[config.mk]
export PLATFORM = sky130hd
export DESIGN_NAME = frame_time_quality_governor
export DESIGN_NICKNAME = d
export VERILOG_FILES = /design/src/ftqg_pkg.sv /design/src/ftqg_ema.sv /design/src/ftqg_tier.sv /design/src/frame_time_quality_governor.sv
export SDC_FILE = /design/constraint.sdc
export NUM_CORES = 2
export LEC_CHECK = 0
export BUFFER_PORTS_ARGS = -buffer_cell sky130_fd_sc_hd__buf_2
export CELL_PAD_IN_SITES_DETAIL_PLACEMENT = 0
export CELL_PAD_IN_SITES_GLOBAL_PLACEMENT = 1
export CORE_ASPECT_RATIO = 1.75
export CORE_MARGIN = 4
export CORE_UTILIZATION = 49
export DETAILED_ROUTE_END_ITERATION = 10
export PLACE_DENSITY_LB_ADDON = 0.1
export SLEW_MARGIN = 20
export SYNTH_ARGS = -nofsm -noshare
export SYNTH_HDL_FRONTEND = slang
export SYNTH_HIERARCHICAL = 1
export SYNTH_SLANG_ARGS = --single-unit
[constraint.sdc]
create_clock -name aclk -period 17.75 [get_ports aclk]
set_input_delay 1.775 -clock aclk [delete_from_list [all_inputs] [get_ports aclk]]
set_output_delay 1.775 -clock aclk [all_outputs]
set_load 0.05 [all_outputs]
[src/ftqg_pkg.sv]
// shared types, register indexes, reset values and tier settings table
// for the frame time quality governor; no dependencies
`default_nettype none

package ftqg_pkg;

    localparam int FRAME_W   = 20;
    localparam int AVG_W     = 28;
    localparam int SLOW_W    = 16;
    localparam int FAST_W    = 24;
    localparam int DOWN_W    = 8;
    localparam int ALPHA_W   = 13;
    localparam int CFG_ADR_W = 3;
    localparam int CFG_DAT_W = 20;

    localparam logic [ALPHA_W-1:0] ALPHA_Q16 = 13'd6554;

    localparam logic [CFG_ADR_W-1:0] REG_AUTO_ENABLE = 3'd0;
    localparam logic [CFG_ADR_W-1:0] REG_GAP_LIMIT   = 3'd1;
    localparam logic [CFG_ADR_W-1:0] REG_SLOW_LIMIT  = 3'd2;
    localparam logic [CFG_ADR_W-1:0] REG_FAST_LIMIT  = 3'd3;
    localparam logic [CFG_ADR_W-1:0] REG_SLOW_NEEDED = 3'd4;
    localparam logic [CFG_ADR_W-1:0] REG_FAST_BASE   = 3'd5;

    localparam logic [FRAME_W-1:0] RST_GAP_LIMIT   = 20'd250000;
    localparam logic [FRAME_W-1:0] RST_SLOW_LIMIT  = 20'd26000;
    localparam logic [FRAME_W-1:0] RST_FAST_LIMIT  = 20'd13000;
    localparam logic [SLOW_W-1:0]  RST_SLOW_NEEDED = 16'd90;
    localparam logic [SLOW_W-1:0]  RST_FAST_BASE   = 16'd600;

    typedef struct packed {
        logic               auto_enable;
        logic [FRAME_W-1:0] gap_limit_us;
        logic [FRAME_W-1:0] slow_limit_us;
        logic [FRAME_W-1:0] fast_limit_us;
        logic [SLOW_W-1:0]  slow_frames_needed;
        logic [SLOW_W-1:0]  fast_frames_base;
    } cfg_t;

    // reload of the upgrade threshold when the fast base is written
    typedef struct packed {
        logic              load;
        logic [SLOW_W-1:0] base;
    } need_load_t;

    typedef struct packed {
        logic [12:0] near_size;
        logic [12:0] mid_size;
        logic [12:0] far_size;
        logic [2:0]  bloom;
        logic        dof;
        logic [8:0]  motes_q8;
    } tier_row_t;

    // tiers past the last row use the last row
    function automatic tier_row_t tier_row(input logic [2:0] tier);
        tier_row_t r;
        case (tier)
            3'd0:    r = '{13'd2048, 13'd1024, 13'd1024, 3'd5, 1'b1, 9'd256};
            3'd1:    r = '{13'd1024, 13'd1024, 13'd512,  3'd4, 1'b1, 9'd179};
            3'd2:    r = '{13'd1024, 13'd512,  13'd512,  3'd3, 1'b0, 9'd115};
            default: r = '{13'd768,  13'd512,  13'd512,  3'd2, 1'b0, 9'd51};
        endcase
        return r;
    endfunction

endpackage

`default_nettype wire

[src/ftqg_ema.sv]
// frame time average stage: exponential moving average in q8 microseconds
// depends on ftqg_pkg
`default_nettype none

module ftqg_ema (
    input  wire logic                         aclk,
    input  wire logic                         aresetn,
    input  wire logic                         load,
    input  wire ftqg_pkg::cfg_t               cfg,
    input  wire logic [ftqg_pkg::FRAME_W-1:0] frame_time_us,
    output logic      [ftqg_pkg::AVG_W-1:0]   average_q8
);

    logic [ftqg_pkg::AVG_W-1:0]                   avg_reg;
    logic [ftqg_pkg::AVG_W-1:0]                   avg_next;
    logic [ftqg_pkg::AVG_W-1:0]                   x_q8;
    logic [ftqg_pkg::AVG_W-1:0]                   mag;
    logic [ftqg_pkg::AVG_W+ftqg_pkg::ALPHA_W-1:0] prod;
    logic [ftqg_pkg::AVG_W-1:0]                   step;
    logic                                         rising;

    always_comb begin
        x_q8   = {frame_time_us, 8'd0};
        rising = (x_q8 >= avg_reg);
        mag    = rising ? (x_q8 - avg_reg) : (avg_reg - x_q8);
        prod   = {{ftqg_pkg::ALPHA_W{1'b0}}, mag} *
                 {{ftqg_pkg::AVG_W{1'b0}}, ftqg_pkg::ALPHA_Q16};
        step   = ftqg_pkg::AVG_W'(prod[ftqg_pkg::AVG_W+ftqg_pkg::ALPHA_W-1:16]);
        avg_next = avg_reg;
        if (cfg.auto_enable && (frame_time_us < cfg.gap_limit_us)) begin
            avg_next = rising ? (avg_reg + step) : (avg_reg - step);
        end
    end

    always_ff @(posedge aclk) begin
        if (!aresetn) begin
            avg_reg <= '0;
        end else if (load) begin
            avg_reg <= avg_next;
        end
    end

    assign average_q8 = avg_reg;

endmodule

`default_nettype wire

[src/ftqg_tier.sv]
// tier decision stage: run counters, downgrade count, tier and result register
// depends on ftqg_pkg
`default_nettype none

module ftqg_tier #(
    parameter int NUM_TIERS = 4
) (
    input  wire logic                         aclk,
    input  wire logic                         aresetn,
    input  wire logic                         advance,
    input  wire logic                         m_ready,
    input  wire ftqg_pkg::cfg_t               cfg,
    input  wire ftqg_pkg::need_load_t         need_load,
    input  wire logic [ftqg_pkg::AVG_W-1:0]   average_q8,
    output logic                              m_valid,
    output logic      [1:0]                   m_quality_tier,
    output logic                              m_tier_changed,
    output logic                              m_was_downgrade,
    output logic      [12:0]                  m_shadow_near_size,
    output logic      [12:0]                  m_shadow_mid_size,
    output logic      [12:0]                  m_shadow_far_size,
    output logic      [2:0]                   m_bloom_levels,
    output logic                              m_dof_allowed,
    output logic      [8:0]                   m_motes_fraction_q8,
    output logic      [ftqg_pkg::FRAME_W-1:0] m_smoothed_frame_us
);

    localparam int TW = (NUM_TIERS > 1) ? $clog2(NUM_TIERS) : 1;
    localparam logic [TW-1:0] TIER_LAST = TW'(NUM_TIERS - 1);

    logic [ftqg_pkg::SLOW_W-1:0] slow_run_reg, slow_run_next;
    logic [ftqg_pkg::FAST_W-1:0] fast_run_reg, fast_run_next;
    logic [ftqg_pkg::DOWN_W-1:0] down_cnt_reg, down_cnt_next;
    logic [ftqg_pkg::FAST_W-1:0] need_reg, need_next;
    logic [TW-1:0]               tier_reg, tier_next;
    logic                        changed, downgrade, upgrade, is_slow, is_fast;
    logic [ftqg_pkg::SLOW_W-1:0] slow_inc;
    logic [ftqg_pkg::FAST_W-1:0] fast_inc;
    logic [ftqg_pkg::FAST_W-1:0] need_mult;
    ftqg_pkg::tier_row_t         row;

    logic                        m_valid_reg;
    logic [1:0]                  tier_out_reg;
    logic                        changed_reg, down_reg;
    ftqg_pkg::tier_row_t         row_reg;
    logic [ftqg_pkg::FRAME_W-1:0] smooth_reg;

    always_comb begin
        is_slow  = average_q8 > {cfg.slow_limit_us, 8'd0};
        is_fast  = average_q8 < {cfg.fast_limit_us, 8'd0};
        slow_inc = (&slow_run_reg) ? slow_run_reg : slow_run_reg + 1'b1;
        fast_inc = (&fast_run_reg) ? fast_run_reg : fast_run_reg + 1'b1;

        slow_run_next = slow_run_reg;
        fast_run_next = fast_run_reg;
        down_cnt_next = down_cnt_reg;
        need_next     = need_reg;
        tier_next     = tier_reg;
        downgrade     = 1'b0;
        upgrade       = 1'b0;

        if (cfg.auto_enable) begin
            slow_run_next = is_slow ? slow_inc : '0;
            fast_run_next = (!is_slow && is_fast) ? fast_inc : '0;
            downgrade = (slow_run_next > cfg.slow_frames_needed) && (tier_reg != TIER_LAST);
            upgrade   = !downgrade && (tier_reg != '0) && (fast_run_next > need_reg);
            if (downgrade) begin
                slow_run_next = '0;
                tier_next     = tier_reg + 1'b1;
                if (!(&down_cnt_reg)) begin
                    down_cnt_next = down_cnt_reg + 1'b1;
                    need_next     = need_reg + {8'd0, cfg.fast_frames_base};
                end
            end else if (upgrade) begin
                fast_run_next = '0;
                tier_next     = tier_reg - 1'b1;
            end
        end
        changed = downgrade || upgrade;
        row     = ftqg_pkg::tier_row(3'(tier_next));
    end

    // threshold base * (downgrades + 1), rebuilt when the base is written
    assign need_mult = ftqg_pkg::FAST_W'({need_load.base, 8'd0} >> 8) *
                       ftqg_pkg::FAST_W'({1'b0, down_cnt_reg} + 9'd1);

    always_ff @(posedge aclk) begin
        if (!aresetn) begin
            slow_run_reg <= '0;
            fast_run_reg <= '0;
            down_cnt_reg <= '0;
            tier_reg     <= '0;
            need_reg     <= ftqg_pkg::FAST_W'(ftqg_pkg::RST_FAST_BASE);
            m_valid_reg  <= 1'b0;
        end else begin
            if (need_load.load) begin
                need_reg <= need_mult;
            end else if (advance) begin
                need_reg <= need_next;
            end
            if (advance) begin
                slow_run_reg <= slow_run_next;
                fast_run_reg <= fast_run_next;
                down_cnt_reg <= down_cnt_next;
                tier_reg     <= tier_next;
                m_valid_reg  <= 1'b1;
            end else if (m_ready) begin
                m_valid_reg  <= 1'b0;
            end
        end
    end

    always_ff @(posedge aclk) begin
        if (advance) begin
            tier_out_reg <= 2'(tier_next);
            changed_reg  <= changed;
            down_reg     <= downgrade;
            row_reg      <= row;
            smooth_reg   <= average_q8[ftqg_pkg::AVG_W-1:8];
        end
    end

    assign m_valid             = m_valid_reg;
    assign m_quality_tier      = tier_out_reg;
    assign m_tier_changed      = changed_reg;
    assign m_was_downgrade     = down_reg;
    assign m_shadow_near_size  = row_reg.near_size;
    assign m_shadow_mid_size   = row_reg.mid_size;
    assign m_shadow_far_size   = row_reg.far_size;
    assign m_bloom_levels      = row_reg.bloom;
    assign m_dof_allowed       = row_reg.dof;
    assign m_motes_fraction_q8 = row_reg.motes_q8;
    assign m_smoothed_frame_us = smooth_reg;

endmodule

`default_nettype wire

[src/frame_time_quality_governor.sv]
// top level of the frame time quality governor: config registers and handshake
// depends on ftqg_pkg, ftqg_ema and ftqg_tier
`default_nettype none

// Takes one frame time per word and returns one word with the quality tier and
// its render settings. A new word can be taken every cycle unless the output
// stalls; each word goes through two register stages (the average update, then
// the tier decision into the output register). The average is the only state
// feeding the first stage and the run counters, downgrade count, upgrade
// threshold and tier the only state feeding the second. Configuration
// writes take effect at once and should be made while no word is in flight.

module frame_time_quality_governor #(
    parameter int NUM_TIERS = 4
) (
    input  wire logic                          aclk,
    input  wire logic                          aresetn,
    input  wire logic                          cfg_we,
    input  wire logic [ftqg_pkg::CFG_ADR_W-1:0] cfg_addr,
    input  wire logic [ftqg_pkg::CFG_DAT_W-1:0] cfg_wdata,
    input  wire logic                          s_valid,
    output logic                               s_ready,
    input  wire logic [ftqg_pkg::FRAME_W-1:0]  s_frame_time_us,
    output logic                               m_valid,
    input  wire logic                          m_ready,
    output logic      [1:0]                    m_quality_tier,
    output logic                               m_tier_changed,
    output logic                               m_was_downgrade,
    output logic      [12:0]                   m_shadow_near_size,
    output logic      [12:0]                   m_shadow_mid_size,
    output logic      [12:0]                   m_shadow_far_size,
    output logic      [2:0]                    m_bloom_levels,
    output logic                               m_dof_allowed,
    output logic      [8:0]                    m_motes_fraction_q8,
    output logic      [ftqg_pkg::FRAME_W-1:0]  m_smoothed_frame_us
);

    ftqg_pkg::cfg_t       cfg_reg;
    ftqg_pkg::need_load_t need_load;
    logic                 stage_valid_reg;
    logic                 advance;
    logic                 load;
    logic [ftqg_pkg::AVG_W-1:0] average_q8;

    always_ff @(posedge aclk) begin
        if (!aresetn) begin
            cfg_reg.auto_enable        <= 1'b1;
            cfg_reg.gap_limit_us       <= ftqg_pkg::RST_GAP_LIMIT;
            cfg_reg.slow_limit_us      <= ftqg_pkg::RST_SLOW_LIMIT;
            cfg_reg.fast_limit_us      <= ftqg_pkg::RST_FAST_LIMIT;
            cfg_reg.slow_frames_needed <= ftqg_pkg::RST_SLOW_NEEDED;
            cfg_reg.fast_frames_base   <= ftqg_pkg::RST_FAST_BASE;
        end else if (cfg_we) begin
            case (cfg_addr)
                ftqg_pkg::REG_AUTO_ENABLE: cfg_reg.auto_enable        <= cfg_wdata[0];
                ftqg_pkg::REG_GAP_LIMIT:   cfg_reg.gap_limit_us       <= cfg_wdata;
                ftqg_pkg::REG_SLOW_LIMIT:  cfg_reg.slow_limit_us      <= cfg_wdata;
                ftqg_pkg::REG_FAST_LIMIT:  cfg_reg.fast_limit_us      <= cfg_wdata;
                ftqg_pkg::REG_SLOW_NEEDED: cfg_reg.slow_frames_needed <= cfg_wdata[15:0];
                ftqg_pkg::REG_FAST_BASE:   cfg_reg.fast_frames_base   <= cfg_wdata[15:0];
                default: ;
            endcase
        end
    end

    assign need_load.load = cfg_we && (cfg_addr == ftqg_pkg::REG_FAST_BASE);
    assign need_load.base = cfg_wdata[15:0];

    // second stage moves when the output register is free or being emptied
    assign advance = stage_valid_reg && (!m_valid || m_ready);
    assign s_ready = !stage_valid_reg || advance;
    assign load    = s_valid && s_ready;

    always_ff @(posedge aclk) begin
        if (!aresetn) begin
            stage_valid_reg <= 1'b0;
        end else if (load) begin
            stage_valid_reg <= 1'b1;
        end else if (advance) begin
            stage_valid_reg <= 1'b0;
        end
    end

    ftqg_ema u_ema (
        .aclk          (aclk),
        .aresetn       (aresetn),
        .load          (load),
        .cfg           (cfg_reg),
        .frame_time_us (s_frame_time_us),
        .average_q8    (average_q8)
    );

    ftqg_tier #(
        .NUM_TIERS (NUM_TIERS)
    ) u_tier (
        .aclk                (aclk),
        .aresetn             (aresetn),
        .advance             (advance),
        .m_ready             (m_ready),
        .cfg                 (cfg_reg),
        .need_load           (need_load),
        .average_q8          (average_q8),
        .m_valid             (m_valid),
        .m_quality_tier      (m_quality_tier),
        .m_tier_changed      (m_tier_changed),
        .m_was_downgrade     (m_was_downgrade),
        .m_shadow_near_size  (m_shadow_near_size),
        .m_shadow_mid_size   (m_shadow_mid_size),
        .m_shadow_far_size   (m_shadow_far_size),
        .m_bloom_levels      (m_bloom_levels),
        .m_dof_allowed       (m_dof_allowed),
        .m_motes_fraction_q8 (m_motes_fraction_q8),
        .m_smoothed_frame_us (m_smoothed_frame_us)
    );

endmodule

`default_nettype wire

After elaboration in Yosys (flattened, before gate mapping). Index checks and enable logic that the tools add are counted.

Output and inout bits: 78. Input bits: 48. Register bits after elaboration: 273. Logic and storage cells: 113.

Reduce and logical (&&, ||, !) cells: 36. Bitwise gates (word level): 1. $add $sub $neg: 11. Order comparisons: 6. Equality and inequality tests: 9. Mux-type cells: 24. $mul: 2.

Operators by type and width (count): 2-to-1 mux 24 bit (9); one-hot mux 51 bit (3 select lines) (1); 2-to-1 mux 28 bit (2); subtractor 28 bit (2); 2-to-1 mux 16 bit (3); multiplier 28 x 12 -> 40 bit (second input constant) (1); adder 28 x 25 -> 28 bit (1); greater-or-equal comparator 28 bit (1); greater-than comparator 28 bit (1); < comparator 28 bit (1); subtractor 28 x 25 -> 28 bit (1); adder 24 x 1 -> 24 bit (second input constant) (1); adder 24 x 16 -> 24 bit (1); greater-than comparator 24 bit (1); multiplier 16 x 24 -> 24 bit (1); AND reduction 24 bit (1); < comparator 20 bit (1); adder 16 x 1 -> 16 bit (second input constant) (1); greater-than comparator 16 bit (1); AND reduction 16 bit (1); AND reduction 2 bit (8); nonzero test 2 bit (6); adder 8 x 1 -> 9 bit (second input constant) (1); adder 8 x 1 -> 8 bit (second input constant) (1); 18 further kinds (41).

Longest topological paths before layout.
Depth after elaboration: 13. Mapped depth: 48. Mapped depth without buffers: 47.

By module. The synthesis kept the hierarchy.

By module, submodules not included: ftqg_tier (area an instance 12906.1 um^2, instances 1, sequential area each 2492.4 um^2, cells an instance 1562); ftqg_ema (area an instance 12057.8 um^2, instances 1, sequential area each 560.5 um^2, cells an instance 1483); frame_time_quality_governor (area an instance 3707.3 um^2, instances 1, sequential area each 1881.8 um^2, cells an instance 355).

Worst setup path before layout. OpenSTA, ideal clock, no wires.

Path kind: input to register. Start point: in s_frame_time_us[0] (netlist bit). End point: reg u_ema.avg_reg, in the netlist u_ema/average_q8[27]. Data arrival time: 12.254 ns. Path slack: 5.430 ns. Library setup time: 0.066 ns. Stages: 41. Path buffers: 3. Data required time: 17.684 ns. Path through: ha_1 or4bb_1 o21ai_0 a2111oi_0 o31ai_1 and3_1 a211o_1 clkbuf_1 clkbuf_1 clkbuf_1 a21oi_1 xnor2_1 ha_1 inv_1 fa_1 inv_1 fa_1 fa_1 [... 5 more ...] o32ai_1 o2111a_1 a2bb2oi_1 xor2_1 or2_2 or3_1 or4_1 o211a_1 a211oi_1 xnor2_1 ha_1 o211ai_1 a211oi_1 o31a_1 nand2_1 or4_4 a31o_1 a21oi_2.

Word-level cells in the longest chain between the ends: 5. Elaborated cells between the ends (all ways): 11. Classes of those cells: add/sub: 4; mul: 1; order compare: 2; mux: 2; reduce/logical: 2.

Ends and longest elaborated chain: start: declaration (line frame_time_quality_governor.sv:23) `input wire logic [ftqg_pkg::FRAME_W-1:0] s_frame_time_us,`; subtractor 28 bit / greater-or-equal comparator 28 bit (equally long branches) (line ftqg_ema.sv:25, ftqg_ema.sv:24); 2-to-1 mux 28 bit (line ftqg_ema.sv:25) `mag = rising ? (x_q8 - avg_reg) : (avg_reg - x_q8);`; multiplier 28 x 12 -> 40 bit (line ftqg_ema.sv:26) `prod = {{ftqg_pkg::ALPHA_W{1'b0}}, mag} *`; subtractor 28 x 25 -> 28 bit / adder 28 x 25 -> 28 bit (equally long branches) (line ftqg_ema.sv:31) `avg_next = rising ? (avg_reg + step) : (avg_reg - step);`; 2-to-1 mux 28 bit (line ftqg_ema.sv:31); end signal: assignment (line ftqg_ema.sv:39) `avg_reg <= avg_next;`; end: declaration (line ftqg_ema.sv:14) `logic [ftqg_pkg::AVG_W-1:0] avg_reg;`.

Several ways; a longest one is shown, not always the timed one. A chain may end at the register's enable or synchronous reset.

Final worst setup path.
Start point: in s_frame_time_us[1] (netlist bit). End point: reg u_ema.avg_reg, in the netlist u_ema/average_q8[26].

Same word-level chain as after synthesis.

==> impl_metrics.env <==
export IMPL_setup_viol=0
export IMPL_die_h_um=328
export IMPL_cts_setup_buffers=0
export IMPL_synth_top_area_frac=0.170
export IMPL_cts_tree="yes"
export IMPL_drt_total_wl_mm=85.7
export IMPL_drtIter0Drc=1216
export IMPL_report_final_hold_viol_count=0
export IMPL_vias=23681
export IMPL_die_w_um=191
export IMPL_rows=117
export IMPL_cts_buffer_depth=3
export IMPL_synth_most_common_cell="inv_1"
export IMPL_syn2layout_area_growth_pct=5.95
export IMPL_fin_crit_sh=0.769
export IMPL_netlist_top_cells_count="inv_1, ha_1, nand2_1, fa_1, dfxtp_1"
export IMPL_ys_warn_count=6
export IMPL_port_buffers=92
export IMPL_arrival_ns=14.06
export IMPL_cp_max_fo=36
export IMPL_start_util=0.493
export IMPL_drv_slew=0
export IMPL_finalWeightedCongestion=0.953
export IMPL_rrSetupSlack_ns=4.69
export IMPL_worst_path_largest_cell_delay_ns=0.84
export IMPL_ios=126
export IMPL_multi_input_area_um2=21100
export IMPL_fmax_mhz=73.3
export IMPL_drive_gt1_frac=0.0596
export IMPL_nets=4070
export IMPL_hp_class="reg2reg"
export IMPL_cts_root_buf="clkbuf_16"
export IMPL_grt_overflow=0
export IMPL_period_needed_ns=13.65
export IMPL_cts_made_buffers=24
export IMPL_drc=0
export IMPL_crit_slowest_cell="a2111oi_0"
export IMPL_die_area_um2=62600
export IMPL_hpwl_mm=70.5
export IMPL_grt_first_pass_wirelength_mm=134
export IMPL_worstSetupPathType="in2reg"
export IMPL_cts_resized=0
export IMPL_finalClockSkew_ns=0.0377
export IMPL_endpoint_kind="flip-flop"
export IMPL_yosysUniqueCellTypes=102
export IMPL_cts_sinks=230
export IMPL_timing_slew_headroom=0.265
export IMPL_rsz0062_at_grt="false"
export IMPL_synth_edf_count=33
export IMPL_syn_area_um2=28700
export IMPL_coreArea_um2=58100
export IMPL_synth_cells=3400
export IMPL_synth_top_cell_by_area="ha_1"
export IMPL_ys_top_cells_by_area="ha_1, fa_1, dfxtp_1"
export IMPL_fill_cells=5667
export IMPL_drv_cap=0
export IMPL_path_clk_slew_ns=0.06
export IMPL_cp_data_required_time_ns=18.16
export IMPL_ys_seq_elements=230
export IMPL_grt_start_max_net_pins=85
export IMPL_ant_nets=0
export IMPL_seq_area_um2=4930
export IMPL_synthArstFlopShare=0
export IMPL_largest_register_ffs=93
export IMPL_finalSetupTns_ns=0
export IMPL_antenna_found_initial=5
export IMPL_routed_via_density=5.62
export IMPL_syn_area_per_cell_um2=8.43
export IMPL_htreeDepth=1
export IMPL_dr_pass1_iters=7
export IMPL_ys_seq_area_frac=0.172
export IMPL_hold_buffers=0
export IMPL_insertion_delay_ns=0.57
export IMPL_grt_use_total=0.272
export IMPL_outcome="completed"
export IMPL_first_global_vias=25272
export IMPL_critical_path_startpoint_type="input pin"
export IMPL_wl_per_cell_um=20.3
export IMPL_synth_top_flop_cell="dfxtp_1"
export IMPL_worstMarginPinSlew_ns=1.10
==> worst max-delay path: cells and delay by family <==
kind / cells / cell delay (ns)
xor gates and xnor gates: 4 / 1.17
adders and majority gates: 8 / 3.43
AOI/OAI and AO/OA: 12 / 4.36
muxes: 2 / 0.34
and+or+nand+nor: 7 / 2.09
buffers and inverters: 7 / 0.86
==> cells in the final DEF, fill, tap and decap left out, types with 8 or more instances in the layout <==
cell       count
xor2_1        70
nand4_1       37
o21ai_0      114
nor2b_1       91
nand2_1      296
nand3_1       77
clkbuf_16     24
mux2i_1      128
xnor2_1      114
dfxtp_1      197
o31a_1         9
inv_1        521
fa_1         213
a21oi_1      195
or2_2         13
a211oi_1      32
nand2b_1      49
o31ai_1       11
nor2_1       190
conb_1        33
o211ai_1      15
nor4_1        12
edfxtp_1      33
a31oi_1       21
a22oi_1        8
and2_1        55
nor3_1        38
clkinv_2       8
or3_1         14
buf_2         91
a21o_1        64
o21a_1        23
ha_1         389
buf_4         23
and3_1        22
a211o_1       10
o21bai_1      20
==> per-stage QoR <==
step / util / cell area, µm² / hold WS, ns / setup slack [ns] / cells
after CTS: 0.522 / 30400 / 0.459 / 4.15 / 4210
final: 0.523 / 30400 / 0.458 / 4.10 / 4215
after global placement: 0.509 / 29600 / 0.443 / 3.73 / 4167
after floorplan: - / 28800 / 0.435 / 5.43 / 3432
after detailed placement: 0.509 / 29600 / 0.449 / 3.61 / 4167
after global routing: 0.523 / 30400 / 0.482 / 3.29 / 4213
==> final timing paths <==
path | startpoint | end | cells after the start
hold reg to reg | cfg_reg[42]$_SDFFE_PN0P_ | cfg_reg[42]$_SDFFE_PN0P_ | 2
hold / removal | cfg_reg[42]$_SDFFE_PN0P_ | cfg_reg[42]$_SDFFE_PN0P_ | 2
setup reg to reg | u_ema/average_q8[0]$_SDFFE_PN0P_ | u_ema/average_q8[26]$_SDFFE_PN0P_ | 40
setup / recovery | s_frame_time_us[1] | u_ema/average_q8[26]$_SDFFE_PN0P_ | 40
==> layout make-up <==
cell class,instances,area share
clock inverter,15,0.00519
inverter,524,0.0648
timing repair buffer,114,0.0207
tap,773,0.0318
sequential,230,0.162
clock buffer,28,0.0206
multi-input combinational,2526,0.694
antenna,5,0.000412
==> cells by family after synthesis <==
group,Yosys count,synth area share
DFF,230,0.172
buffers and inverters,676,0.0988
other,1,0.000131
xor gates and xnor gates,189,0.0577
AOI/OAI and AO/OA,630,0.143
adders and majority gates,602,0.318
muxes,131,0.0459
and+or+nand+nor,941,0.163
==> routing by layer <==
metal,vias up,global-route usage,part of all wire
met5,-,0,0
met4,0,0.156,0.068
met3,238,0.0187,0.026
met2,548,0.545,0.56
met1,11514,0.266,0.34
li1,11381,-,-
Power is not shown: default switching activity piles up to over one toggle a cycle in this logic, so the estimate is an artifact.
